<file path="config.mk">
export PLATFORM = sky130hd
export DESIGN_NAME = tape_pulse_generator_flat
export DESIGN_NICKNAME = d
export VERILOG_FILES = /design/src/rtl/tpg_pkg.sv /design/src/rtl/tpg_in_if.sv /design/src/rtl/tpg_out_if.sv /design/src/rtl/tape_pulse_generator.sv /design/src/rtl/tpg_in_reg.sv /design/src/rtl/tpg_engine.sv /design/src/flat_wrapper.sv
export SDC_FILE = /design/constraint.sdc
export NUM_CORES = 1
export LEC_CHECK = 0
export ABC_CLOCK_PERIOD_IN_PS = 5100
export CAP_MARGIN = 15
export CORE_ASPECT_RATIO = 0.8
export CORE_MARGIN = 4
export CORE_UTILIZATION = 38
export CTS_CLUSTER_DIAMETER = 150
export DETAILED_ROUTE_END_ITERATION = 10
export DONT_BUFFER_PORTS = 1
export GPL_ROUTABILITY_DRIVEN = 0
export HOLD_SLACK_MARGIN = 0.05
export PLACE_DENSITY_LB_ADDON = 0.2
export RECOVER_POWER = 50
export REMOVE_ABC_BUFFERS = 1
export SETUP_SLACK_MARGIN = 0.05
export SYNTH_ARGS = -nofsm -noshare
export SYNTH_HDL_FRONTEND = slang
export SYNTH_SLANG_ARGS = --single-unit
</file>
<file path="constraint.sdc">
create_clock -name i_clk -period 5.1 [get_ports i_clk]
set_input_delay 0 -clock i_clk [delete_from_list [all_inputs] [get_ports i_clk]]
set_output_delay 0 -clock i_clk [all_outputs]
set_load 0.05 [all_outputs]
</file>
<file path="src/rtl/tpg_pkg.sv">
// Package with types, codes and reset constants of the tape pulse generator.
`timescale 1ns / 1ps
package tpg_pkg;

    localparam int CYCLE_BITS_DEF = 48;
    localparam int LEN_W          = 16;
    localparam int GAP_W          = 24;
    localparam int CFG_IDX_W      = 3;
    localparam int CFG_DATA_W     = 24;

    localparam logic [LEN_W-1:0] PILOT_LEN_RST   = 16'd2168;
    localparam logic [LEN_W-1:0] SYNC1_LEN_RST   = 16'd667;
    localparam logic [LEN_W-1:0] SYNC2_LEN_RST   = 16'd735;
    localparam logic [LEN_W-1:0] ZERO_LEN_RST    = 16'd855;
    localparam logic [LEN_W-1:0] ONE_LEN_RST     = 16'd1710;
    localparam logic [GAP_W-1:0] GAP_LEN_RST     = 24'd3500000;
    localparam logic [LEN_W-1:0] HDR_PILOT_RST   = 16'd8063;
    localparam logic [LEN_W-1:0] DATA_PILOT_RST  = 16'd3223;
    localparam logic [7:0]       BIT_MASK_INIT   = 8'h80;

    typedef enum logic [1:0] {
        CMD_SAMPLE = 2'd0,
        CMD_START  = 2'd1,
        CMD_SUPPLY = 2'd2,
        CMD_TOGGLE = 2'd3
    } t_cmd;

    typedef enum logic [2:0] {
        PH_IDLE  = 3'd0,
        PH_PILOT = 3'd1,
        PH_SYNC1 = 3'd2,
        PH_SYNC2 = 3'd3,
        PH_DATA  = 3'd4,
        PH_GAP   = 3'd5
    } t_phase;

    typedef enum logic [CFG_IDX_W-1:0] {
        CFG_PILOT_LEN  = 3'd0,
        CFG_SYNC1_LEN  = 3'd1,
        CFG_SYNC2_LEN  = 3'd2,
        CFG_ZERO_LEN   = 3'd3,
        CFG_ONE_LEN    = 3'd4,
        CFG_GAP_LEN    = 3'd5,
        CFG_HDR_PILOT  = 3'd6,
        CFG_DATA_PILOT = 3'd7
    } t_cfg_idx;

    typedef struct packed {
        logic [1:0]       command;
        logic [LEN_W-1:0] block_size;
        logic             header_block;
        logic [7:0]       data_byte;
    } t_item;

    typedef struct packed {
        logic       ear_bit;
        logic [2:0] phase;
        logic       need_byte;
        logic       request_block;
        logic       underrun;
    } t_result;

endpackage

</file>
<file path="src/rtl/tpg_in_if.sv">
// Command channel interface: valid/ready with one command transaction.
`timescale 1ns / 1ps
interface tpg_in_if
    import tpg_pkg::*;
#(
    parameter int CYCLE_BITS = CYCLE_BITS_DEF
);
    logic                  valid;
    logic                  ready;
    logic [1:0]            command;
    logic [CYCLE_BITS-1:0] cycle_now;
    logic [LEN_W-1:0]      block_size;
    logic                  header_block;
    logic [7:0]            data_byte;

    modport source (output valid, command, cycle_now, block_size, header_block, data_byte,
                    input ready);
    modport sink   (input valid, command, cycle_now, block_size, header_block, data_byte,
                    output ready);
endinterface

</file>
<file path="src/rtl/tpg_out_if.sv">
// Result channel interface: valid/ready with one result transaction.
`timescale 1ns / 1ps
interface tpg_out_if;
    logic       valid;
    logic       ready;
    logic       ear_bit;
    logic [2:0] phase;
    logic       need_byte;
    logic       request_block;
    logic       underrun;

    modport source (output valid, ear_bit, phase, need_byte, request_block, underrun,
                    input ready);
    modport sink   (input valid, ear_bit, phase, need_byte, request_block, underrun,
                    output ready);
endinterface

</file>
<file path="src/rtl/tape_pulse_generator.sv">
// A command transaction's result is registered: input register then state/result register.
// Throughput: one transaction per cycle while the result sink takes each result.
// With the sink stalled the input register takes one more transaction, then ready drops.
// Reset (i_rst_n low, synchronous): configuration returns to defaults,
// the block goes idle, both registers empty and command ready is held low.
`timescale 1ns / 1ps
module tape_pulse_generator
    import tpg_pkg::*;
#(
    parameter int CYCLE_BITS = CYCLE_BITS_DEF
) (
    input  logic                  i_clk,
    input  logic                  i_rst_n,
    input  logic                  i_cfg_we,
    input  logic [CFG_IDX_W-1:0]  i_cfg_idx,
    input  logic [CFG_DATA_W-1:0] i_cfg_data,
    tpg_in_if.sink                i_cmd_chan,
    tpg_out_if.source             o_res_chan
);
    t_item                 in_item, s1_item;
    logic [CYCLE_BITS-1:0] s1_cycle;
    logic                  s1_valid, s1_take;
    t_result               res;
    logic                  res_valid;

    assign in_item.command      = i_cmd_chan.command;
    assign in_item.block_size   = i_cmd_chan.block_size;
    assign in_item.header_block = i_cmd_chan.header_block;
    assign in_item.data_byte    = i_cmd_chan.data_byte;

    tpg_in_reg #(.CYCLE_BITS(CYCLE_BITS)) u_in_reg (
        .i_clk   (i_clk),
        .i_rst_n (i_rst_n),
        .i_valid (i_cmd_chan.valid),
        .i_item  (in_item),
        .i_cycle (i_cmd_chan.cycle_now),
        .o_ready (i_cmd_chan.ready),
        .i_take  (s1_take),
        .o_valid (s1_valid),
        .o_item  (s1_item),
        .o_cycle (s1_cycle)
    );

    tpg_engine #(.CYCLE_BITS(CYCLE_BITS)) u_engine (
        .i_clk       (i_clk),
        .i_rst_n     (i_rst_n),
        .i_cfg_we    (i_cfg_we),
        .i_cfg_idx   (i_cfg_idx),
        .i_cfg_data  (i_cfg_data),
        .i_valid     (s1_valid),
        .i_item      (s1_item),
        .i_cycle     (s1_cycle),
        .o_take      (s1_take),
        .o_res_valid (res_valid),
        .o_res       (res),
        .i_res_ready (o_res_chan.ready)
    );

    assign o_res_chan.valid         = res_valid;
    assign o_res_chan.ear_bit       = res.ear_bit;
    assign o_res_chan.phase         = res.phase;
    assign o_res_chan.need_byte     = res.need_byte;
    assign o_res_chan.request_block = res.request_block;
    assign o_res_chan.underrun      = res.underrun;
endmodule

</file>
<file path="src/rtl/tpg_in_reg.sv">
// Input register stage holding one command transaction.
`timescale 1ns / 1ps
module tpg_in_reg
    import tpg_pkg::*;
#(
    parameter int CYCLE_BITS = CYCLE_BITS_DEF
) (
    input  logic                  i_clk,
    input  logic                  i_rst_n,
    input  logic                  i_valid,
    input  t_item                 i_item,
    input  logic [CYCLE_BITS-1:0] i_cycle,
    output logic                  o_ready,
    input  logic                  i_take,
    output logic                  o_valid,
    output t_item                 o_item,
    output logic [CYCLE_BITS-1:0] o_cycle
);
    logic                  r_valid;
    t_item                 r_item;
    logic [CYCLE_BITS-1:0] r_cycle;

    assign o_ready = i_rst_n && (!r_valid || i_take);

    always_ff @(posedge i_clk) begin
        if (!i_rst_n) begin
            r_valid <= 1'b0;
        end else if (i_valid && o_ready) begin
            r_valid <= 1'b1;
        end else if (i_take) begin
            r_valid <= 1'b0;
        end
        if (i_valid && o_ready) begin
            r_item  <= i_item;
            r_cycle <= i_cycle;
        end
    end

    assign o_valid = r_valid;
    assign o_item  = r_item;
    assign o_cycle = r_cycle;
endmodule

</file>
<file path="src/rtl/tpg_engine.sv">
// Block state, configuration registers and result register.
`timescale 1ns / 1ps
module tpg_engine
    import tpg_pkg::*;
#(
    parameter int CYCLE_BITS = CYCLE_BITS_DEF
) (
    input  logic                  i_clk,
    input  logic                  i_rst_n,
    input  logic                  i_cfg_we,
    input  logic [CFG_IDX_W-1:0]  i_cfg_idx,
    input  logic [CFG_DATA_W-1:0] i_cfg_data,
    input  logic                  i_valid,
    input  t_item                 i_item,
    input  logic [CYCLE_BITS-1:0] i_cycle,
    output logic                  o_take,
    output logic                  o_res_valid,
    output t_result               o_res,
    input  logic                  i_res_ready
);
    logic [LEN_W-1:0] r_pilot_len, r_sync1_len, r_sync2_len, r_zero_len, r_one_len;
    logic [GAP_W-1:0] r_gap_len;
    logic [LEN_W-1:0] r_hdr_pilot, r_data_pilot;

    t_phase                r_phase, n_phase;
    logic [CYCLE_BITS-1:0] r_edge_time, n_edge_time;
    logic [LEN_W-1:0]      r_pilot_edges, n_pilot_edges;
    logic                  r_half_toggle, n_half_toggle;
    logic [7:0]            r_bit_mask, n_bit_mask;
    logic [7:0]            r_cur_byte, n_cur_byte;
    logic [7:0]            r_la_byte, n_la_byte;
    logic                  r_la_valid, n_la_valid;
    logic [LEN_W-1:0]      r_bytes_played, n_bytes_played;
    logic [LEN_W-1:0]      r_size, n_size;
    logic                  r_long_pilot, n_long_pilot;
    logic [LEN_W-1:0]      r_half_len, n_half_len;
    logic                  r_ear, n_ear;
    logic                  r_paused, n_paused;
    logic                  n_req, n_urun;

    logic                  r_res_valid;
    t_result               r_res;

    logic [CYCLE_BITS-1:0] elapsed;
    logic [LEN_W-1:0]      pilot_limit;
    logic [LEN_W:0]        pilot_next;
    logic                  fire;

    assign o_take      = !r_res_valid || i_res_ready;
    assign fire        = i_valid && o_take;
    assign elapsed     = i_cycle - r_edge_time;
    assign pilot_limit = r_long_pilot ? r_hdr_pilot : r_data_pilot;
    assign pilot_next  = {1'b0, r_pilot_edges} + {{LEN_W{1'b0}}, 1'b1};

    always_comb begin
        n_phase        = r_phase;
        n_edge_time    = r_edge_time;
        n_pilot_edges  = r_pilot_edges;
        n_half_toggle  = r_half_toggle;
        n_bit_mask     = r_bit_mask;
        n_cur_byte     = r_cur_byte;
        n_la_byte      = r_la_byte;
        n_la_valid     = r_la_valid;
        n_bytes_played = r_bytes_played;
        n_size         = r_size;
        n_long_pilot   = r_long_pilot;
        n_half_len     = r_half_len;
        n_ear          = r_ear;
        n_paused       = r_paused;
        n_req          = 1'b0;
        n_urun         = 1'b0;
        case (t_cmd'(i_item.command))
            CMD_SAMPLE: begin
                if (r_phase != PH_IDLE && !r_paused) begin
                    case (r_phase)
                        PH_PILOT: begin
                            if (elapsed > CYCLE_BITS'(r_pilot_len)) begin
                                n_edge_time = i_cycle;
                                n_ear       = ~r_ear;
                                if (pilot_next > {1'b0, pilot_limit}) begin
                                    n_pilot_edges = '0;
                                    n_phase       = PH_SYNC1;
                                end else begin
                                    n_pilot_edges = pilot_next[LEN_W-1:0];
                                end
                            end
                        end
                        PH_SYNC1: begin
                            if (elapsed > CYCLE_BITS'(r_sync1_len)) begin
                                n_edge_time = i_cycle;
                                n_ear       = ~r_ear;
                                n_phase     = PH_SYNC2;
                            end
                        end
                        PH_SYNC2: begin
                            if (elapsed > CYCLE_BITS'(r_sync2_len)) begin
                                n_edge_time = i_cycle;
                                n_ear       = ~r_ear;
                                n_half_len  = ((r_cur_byte & r_bit_mask) != 8'd0) ?
                                              r_one_len : r_zero_len;
                                n_phase     = PH_DATA;
                            end
                        end
                        PH_DATA: begin
                            if (elapsed > CYCLE_BITS'(r_half_len)) begin
                                n_edge_time   = i_cycle;
                                n_ear         = ~r_ear;
                                n_half_toggle = ~r_half_toggle;
                                if (r_half_toggle) begin
                                    n_bit_mask = {r_bit_mask[0], r_bit_mask[7:1]};
                                    if (r_bit_mask[0]) begin
                                        n_bytes_played = r_bytes_played + LEN_W'(1);
                                        if (n_bytes_played == r_size) begin
                                            n_phase = PH_GAP;
                                            n_ear   = 1'b0;
                                        end else begin
                                            if (r_la_valid) begin
                                                n_cur_byte = r_la_byte;
                                                n_la_valid = 1'b0;
                                            end else begin
                                                n_cur_byte = 8'd0;
                                                n_urun     = 1'b1;
                                            end
                                            n_half_len = ((n_cur_byte & n_bit_mask) != 8'd0) ?
                                                         r_one_len : r_zero_len;
                                        end
                                    end else begin
                                        n_half_len = ((r_cur_byte & n_bit_mask) != 8'd0) ?
                                                     r_one_len : r_zero_len;
                                    end
                                end
                            end
                        end
                        PH_GAP: begin
                            if (elapsed > CYCLE_BITS'(r_gap_len)) begin
                                n_req   = 1'b1;
                                n_phase = PH_IDLE;
                                n_ear   = 1'b0;
                            end
                        end
                        default: ;
                    endcase
                end
            end
            CMD_START: begin
                n_size         = i_item.block_size;
                n_long_pilot   = i_item.header_block;
                n_cur_byte     = i_item.data_byte;
                n_la_valid     = 1'b0;
                n_la_byte      = 8'd0;
                n_bytes_played = '0;
                n_pilot_edges  = '0;
                n_half_toggle  = 1'b0;
                n_bit_mask     = BIT_MASK_INIT;
                n_half_len     = r_zero_len;
                n_ear          = 1'b0;
                n_paused       = 1'b0;
                n_edge_time    = i_cycle;
                n_phase        = PH_PILOT;
            end
            CMD_SUPPLY: begin
                n_la_byte  = i_item.data_byte;
                n_la_valid = 1'b1;
            end
            CMD_TOGGLE: begin
                if (r_phase != PH_IDLE) begin
                    if (r_paused) begin
                        n_paused    = 1'b0;
                        n_edge_time = i_cycle;
                    end else begin
                        n_paused = 1'b1;
                    end
                end
            end
            default: ;
        endcase
    end

    always_ff @(posedge i_clk) begin
        if (!i_rst_n) begin
            r_pilot_len    <= PILOT_LEN_RST;
            r_sync1_len    <= SYNC1_LEN_RST;
            r_sync2_len    <= SYNC2_LEN_RST;
            r_zero_len     <= ZERO_LEN_RST;
            r_one_len      <= ONE_LEN_RST;
            r_gap_len      <= GAP_LEN_RST;
            r_hdr_pilot    <= HDR_PILOT_RST;
            r_data_pilot   <= DATA_PILOT_RST;
            r_phase        <= PH_IDLE;
            r_edge_time    <= '0;
            r_pilot_edges  <= '0;
            r_half_toggle  <= 1'b0;
            r_bit_mask     <= BIT_MASK_INIT;
            r_cur_byte     <= 8'd0;
            r_la_byte      <= 8'd0;
            r_la_valid     <= 1'b0;
            r_bytes_played <= '0;
            r_size         <= '0;
            r_long_pilot   <= 1'b1;
            r_half_len     <= ZERO_LEN_RST;
            r_ear          <= 1'b0;
            r_paused       <= 1'b0;
            r_res_valid    <= 1'b0;
        end else begin
            if (i_cfg_we) begin
                case (t_cfg_idx'(i_cfg_idx))
                    CFG_PILOT_LEN:  r_pilot_len  <= i_cfg_data[LEN_W-1:0];
                    CFG_SYNC1_LEN:  r_sync1_len  <= i_cfg_data[LEN_W-1:0];
                    CFG_SYNC2_LEN:  r_sync2_len  <= i_cfg_data[LEN_W-1:0];
                    CFG_ZERO_LEN:   r_zero_len   <= i_cfg_data[LEN_W-1:0];
                    CFG_ONE_LEN:    r_one_len    <= i_cfg_data[LEN_W-1:0];
                    CFG_GAP_LEN:    r_gap_len    <= i_cfg_data[GAP_W-1:0];
                    CFG_HDR_PILOT:  r_hdr_pilot  <= i_cfg_data[LEN_W-1:0];
                    CFG_DATA_PILOT: r_data_pilot <= i_cfg_data[LEN_W-1:0];
                    default: ;
                endcase
            end
            if (fire) begin
                r_phase        <= n_phase;
                r_edge_time    <= n_edge_time;
                r_pilot_edges  <= n_pilot_edges;
                r_half_toggle  <= n_half_toggle;
                r_bit_mask     <= n_bit_mask;
                r_cur_byte     <= n_cur_byte;
                r_la_byte      <= n_la_byte;
                r_la_valid     <= n_la_valid;
                r_bytes_played <= n_bytes_played;
                r_size         <= n_size;
                r_long_pilot   <= n_long_pilot;
                r_half_len     <= n_half_len;
                r_ear          <= n_ear;
                r_paused       <= n_paused;
                r_res_valid    <= 1'b1;
            end else if (i_res_ready) begin
                r_res_valid <= 1'b0;
            end
        end
        if (fire) begin
            r_res.ear_bit       <= n_ear;
            r_res.phase         <= n_phase;
            r_res.need_byte     <= ~n_la_valid;
            r_res.request_block <= n_req;
            r_res.underrun      <= n_urun;
        end
    end

    assign o_res_valid = r_res_valid;
    assign o_res       = r_res;
endmodule

</file>
<file path="src/flat_wrapper.sv">
// flat-port wrapper written by rule: the top's interface ports become plain ports
module tape_pulse_generator_flat import tpg_pkg::*;
#(
    parameter int CYCLE_BITS = CYCLE_BITS_DEF
)
  (i_clk, i_rst_n, i_cfg_we, i_cfg_idx, i_cfg_data, i_cmd_chan_valid, i_cmd_chan_command, i_cmd_chan_cycle_now, i_cmd_chan_block_size, i_cmd_chan_header_block, i_cmd_chan_data_byte, i_cmd_chan_ready, o_res_chan_valid, o_res_chan_ear_bit, o_res_chan_phase, o_res_chan_need_byte, o_res_chan_request_block, o_res_chan_underrun, o_res_chan_ready);
  tpg_in_if #(.CYCLE_BITS(CYCLE_BITS)) i_cmd_chan_i ();
  tpg_out_if o_res_chan_i ();
  input  logic i_clk;
  input  logic i_rst_n;
  input  logic i_cfg_we;
  input  logic [CFG_IDX_W-1:0] i_cfg_idx;
  input  logic [CFG_DATA_W-1:0] i_cfg_data;
  input wire logic [$bits(i_cmd_chan_i.valid)-1:0] i_cmd_chan_valid;
  input wire logic [$bits(i_cmd_chan_i.command)-1:0] i_cmd_chan_command;
  input wire logic [$bits(i_cmd_chan_i.cycle_now)-1:0] i_cmd_chan_cycle_now;
  input wire logic [$bits(i_cmd_chan_i.block_size)-1:0] i_cmd_chan_block_size;
  input wire logic [$bits(i_cmd_chan_i.header_block)-1:0] i_cmd_chan_header_block;
  input wire logic [$bits(i_cmd_chan_i.data_byte)-1:0] i_cmd_chan_data_byte;
  output wire logic [$bits(i_cmd_chan_i.ready)-1:0] i_cmd_chan_ready;
  output wire logic [$bits(o_res_chan_i.valid)-1:0] o_res_chan_valid;
  output wire logic [$bits(o_res_chan_i.ear_bit)-1:0] o_res_chan_ear_bit;
  output wire logic [$bits(o_res_chan_i.phase)-1:0] o_res_chan_phase;
  output wire logic [$bits(o_res_chan_i.need_byte)-1:0] o_res_chan_need_byte;
  output wire logic [$bits(o_res_chan_i.request_block)-1:0] o_res_chan_request_block;
  output wire logic [$bits(o_res_chan_i.underrun)-1:0] o_res_chan_underrun;
  input wire logic [$bits(o_res_chan_i.ready)-1:0] o_res_chan_ready;
  assign i_cmd_chan_i.valid = i_cmd_chan_valid;
  assign i_cmd_chan_i.command = i_cmd_chan_command;
  assign i_cmd_chan_i.cycle_now = i_cmd_chan_cycle_now;
  assign i_cmd_chan_i.block_size = i_cmd_chan_block_size;
  assign i_cmd_chan_i.header_block = i_cmd_chan_header_block;
  assign i_cmd_chan_i.data_byte = i_cmd_chan_data_byte;
  assign i_cmd_chan_ready = i_cmd_chan_i.ready;
  assign o_res_chan_valid = o_res_chan_i.valid;
  assign o_res_chan_ear_bit = o_res_chan_i.ear_bit;
  assign o_res_chan_phase = o_res_chan_i.phase;
  assign o_res_chan_need_byte = o_res_chan_i.need_byte;
  assign o_res_chan_request_block = o_res_chan_i.request_block;
  assign o_res_chan_underrun = o_res_chan_i.underrun;
  assign o_res_chan_i.ready = o_res_chan_ready;
  tape_pulse_generator #(.CYCLE_BITS(CYCLE_BITS)) u_core (.i_clk(i_clk), .i_rst_n(i_rst_n), .i_cfg_we(i_cfg_we), .i_cfg_idx(i_cfg_idx), .i_cfg_data(i_cfg_data), .i_cmd_chan(i_cmd_chan_i), .o_res_chan(o_res_chan_i));
endmodule
</file>
==> results.md <==
* Final hold viol count at 0
* Worst hold path type: in -> reg
* CTS H-Tree Depth at 2
* EDFF count, synth at 82
* PwrDens at 277.8 nW/um2
* Core box area at about 56000 um2
* Leak pwr at 9.689 nW
* Final setup fails at 0
* Final slew viol count at 55
* Tcrit/Tclk final at a little over nine tenths
* Nets at roughly 3.0k
* CP max FO at 16
* Worst-Skew Late Latency at 0.58 ns
* Crit-path max cell delay at ~0.71 ns
* IO Pins at 116
* CTS Buffer Depth at 3
* GR Util All Layers at between 20% and 30%
* Yosys top cell area share at about a quarter
* Layout Skew at between 0.02 and 0.025 ns
* CP Cell Sequence: ha_1 > a21oi_1 > o21ai_1 > o2bb2ai_1 > a311o_1 > a211o_1 > a211oi_1 > nand2_1 > or4_4 > or4_4 > a211oi_2 > a41oi_1
* Row count at just under 80
* Root Driver: clkbuf_16
* Die H at approximately 220 um
* Sink Count at about 360
* # Max-Cap Violations at 1
* Post-DP HPWL at between 40 and 50 mm
* Top achievable clock speed at slightly above 0.2 GHz
* Post-DRT Antenna Nets at 0
* Critical path's top delay family: compound AO/OA/AOI/OAI gates
* DRC at 0
* Syn-to-layout area delta at 18.94%
* Layout cells sized above 1 at around 6.5%
* Initial antenna violation count at 4
* Clock-pin slew on the worst setup and hold paths at around 0.06 ns
* Min Tclk post-route at 4.853 ns
* Initial DRC count at 1493
* CP arrival at 5.24 ns
* Least-Margin Pin Slew at about 2.8 ns
* Post-route cell area at roughly 26000 um2
* Synth cell types at 90
* Synth Register Bits at between 300 and 400
* TritonCTS clock tree: built
* Crit path buffers/inverters at 0
* Cell Area, Placed at approximately 22000 um2
* Worst hold slack at ~0.07 ns
* Ys async rst share at 0%
* Routed vias at between 15k and 20k
* Critical-path top delay cell: or4_4
* Synthesized instance count at between 2k and 3k
* CP startpoint kind: flop
* Largest cells by area after synthesis: dfxtp_1 (26%), edfxtp_1 (11%), nand2_1 (9.3%)
* Synth area leader: dfxtp_1
* Mean Syn Cell Area at approximately 8.2 um2
* Global route overflow at 0
* Crit end category: flop
* Num CTS Buffers at 42
* Die W at approximately 270 um
* Worst Path Required at approximately 5.5 ns
* Seq/Total Area, Yosys at between 30% and 40%
* Number of global-route vias before repair at roughly 19k
* DR WL/cell at approximately 18 um
* CP Class: reg -> reg
* Pin count of the biggest net entering global routing at about 220
* Synth warn at 0
* First-pass GRT wire length at about 100 mm
* Status: finished with violations
* Failing checks: max-capacitance violations, max-slew violations
* Total Wirelength at about 65 mm
* Die area at roughly 61000 um2
* Synth Cell Area at ~22000 um2
* Worst slew margin at -84.51%
* Buffers on Ports at 0
* First-pass iteration count of the detailed router at 5
* Vias/cell at ~5.6
* Peak supply drop at 0.0002994 V
* Main flop type after synthesis: dfxtp_1
* RSZ-0062 raised after global routing: true
* Most used cell, CP: or4_4
* Starting Density at between 30% and 40%
[power by group]
part	leakage, nW	total (mW)	switching [mW]	internal [mW]
Clock	0.647	2.95	1.27	1.69
Combinational	5.99	1.12	0.665	0.455
Sequential	3.06	3.08	0.0535	3.03
[worst paths after layout]
| check | start | to | slack [ns] | cells past startpoint |
|---|---|---|---|---|
| worst max-delay path | u_core.u_in_reg.o_cycle[19]$_DFFE_PP_ | u_core.u_engine.r_half_len[6]$_SDFFE_PN1P_ | 0.25 | 12 |
| worst max register to register | u_core.u_in_reg.o_cycle[19]$_DFFE_PP_ | u_core.u_engine.r_half_len[6]$_SDFFE_PN1P_ | 0.25 | 12 |
| worst min register to register | u_core.u_engine.r_data_pilot[6]$_SDFFE_PN0P_ | u_core.u_engine.r_data_pilot[6]$_SDFFE_PN0P_ | 0.45 | 2 |
| worst min-delay path | i_cmd_chan_cycle_now[45] | u_core.u_in_reg.o_cycle[45]$_DFFE_PP_ | 0.07 | 1 |
[cell type report]
cell class,count,area [um2]
multi-input cells,1961,12430
inverters,159,598.1
fillers,5451,30020
clock buffers,51,1126
well taps,750,938.4
repair buffers,243,2352
clock inverters,26,206.4
diodes,2,5.005
flip-flops and latches,364,8108
[synthesized netlist by cell type, types with 19 or more instances]
| cell type | number |
|---|---|
| a21o_1 | 46 |
| a21oi_1 | 229 |
| a31oi_1 | 19 |
| buf_2 | 25 |
| clkbuf_1 | 105 |
| dfxtp_1 | 282 |
| edfxtp_1 | 82 |
| ha_1 | 158 |
| inv_1 | 158 |
| mux2i_1 | 92 |
| nand2_1 | 536 |
| nand3_1 | 98 |
| nand4_1 | 59 |
| nor2_1 | 119 |
| nor2b_1 | 28 |
| nor3_1 | 33 |
| o211ai_1 | 48 |
| o21a_1 | 23 |
| o21ai_0 | 101 |
| xnor2_1 | 39 |
| xor2_1 | 23 |
[state kept, by name (all words and copies together), names as in the netlist, 24 cells and up]
| name | cells |
|---|---|
| u_core.u_engine.r_edge_time | 48 |
| u_core.u_in_reg.o_cycle | 48 |
| u_core.u_engine.r_gap_len | 24 |
| u_core.u_in_reg.o_item | 27 |
[routing by layer]
metal  global-route usage, %  vias up  share of wire [%]
li1                        -     9646                  -
met1                   29.46     9480                 47
met2                   32.32      595                 45
met3                   3.181      100                6.2
met4                   4.855        2                2.0
met5                       0        -              0.020
[timing repair]
action / in CTS / in global routing
hold endpoints to repair: 323 / 0
resized for setup: 0 / 28
buffers inserted: 0 / 4
hold buffers: 189 / 0
setup endpoints to repair: 0 / 97
[cell families after synthesis]
| logic type | Yosys count | share of synthesized area, % |
|---|---|---|
| compound gates | 651 | 19.79 |
| fa+ha+maj | 159 | 9.220 |
| mux | 95 | 4.408 |
| xor+xnor | 62 | 2.507 |
| buf+inv | 313 | 5.806 |
| flops | 364 | 37.43 |
| simple gates | 993 | 20.83 |
[cell usage in the layout, fill, tap and decap left out, types with 15 or more instances in the layout]
| master | Yosys | final |
|---|---|---|
| nand2b_1 | 18 | 18 |
| xnor2_1 | 39 | 38 |
| dfxtp_1 | 282 | 282 |
| edfxtp_1 | 82 | 82 |
| xor2_1 | 23 | 22 |
| nand2_1 | 536 | 536 |
| o21ai_1 | 14 | 16 |
| and2_1 | 16 | 15 |
| nand4_1 | 59 | 59 |
| dlygate4sd3_1 | 0 | 188 |
| nor3_1 | 33 | 31 |
| o21ai_0 | 101 | 99 |
| clkbuf_16 | 0 | 44 |
| a31oi_1 | 19 | 18 |
| buf_4 | 0 | 41 |
| ha_1 | 158 | 155 |
| nor2_1 | 119 | 115 |
| nor2b_1 | 28 | 28 |
| a211oi_1 | 18 | 17 |
| a21oi_1 | 229 | 227 |
| mux2i_1 | 92 | 92 |
| inv_1 | 158 | 157 |
| a21o_1 | 46 | 46 |
| nand3_1 | 98 | 98 |
| o21a_1 | 23 | 23 |
| a22oi_1 | 15 | 15 |
| o211ai_1 | 48 | 48 |
[through the flow]
step	power (mW)	util, %	TNS (ns)	std cells	worst slack [ns]
after floorplan	3.795	-	-104.70	2483	-2.181
after global placement	4.044	40.03	0	3278	0.1826
after detailed placement	4.069	40.03	0	3278	0.1842
after CTS	7.214	45.84	0	3544	0.1633
after global routing	7.496	46.17	-0.003236	3555	-0.003236
final	7.155	46.18	0	3556	0.2467
Power figures use the tool's default switching activity.
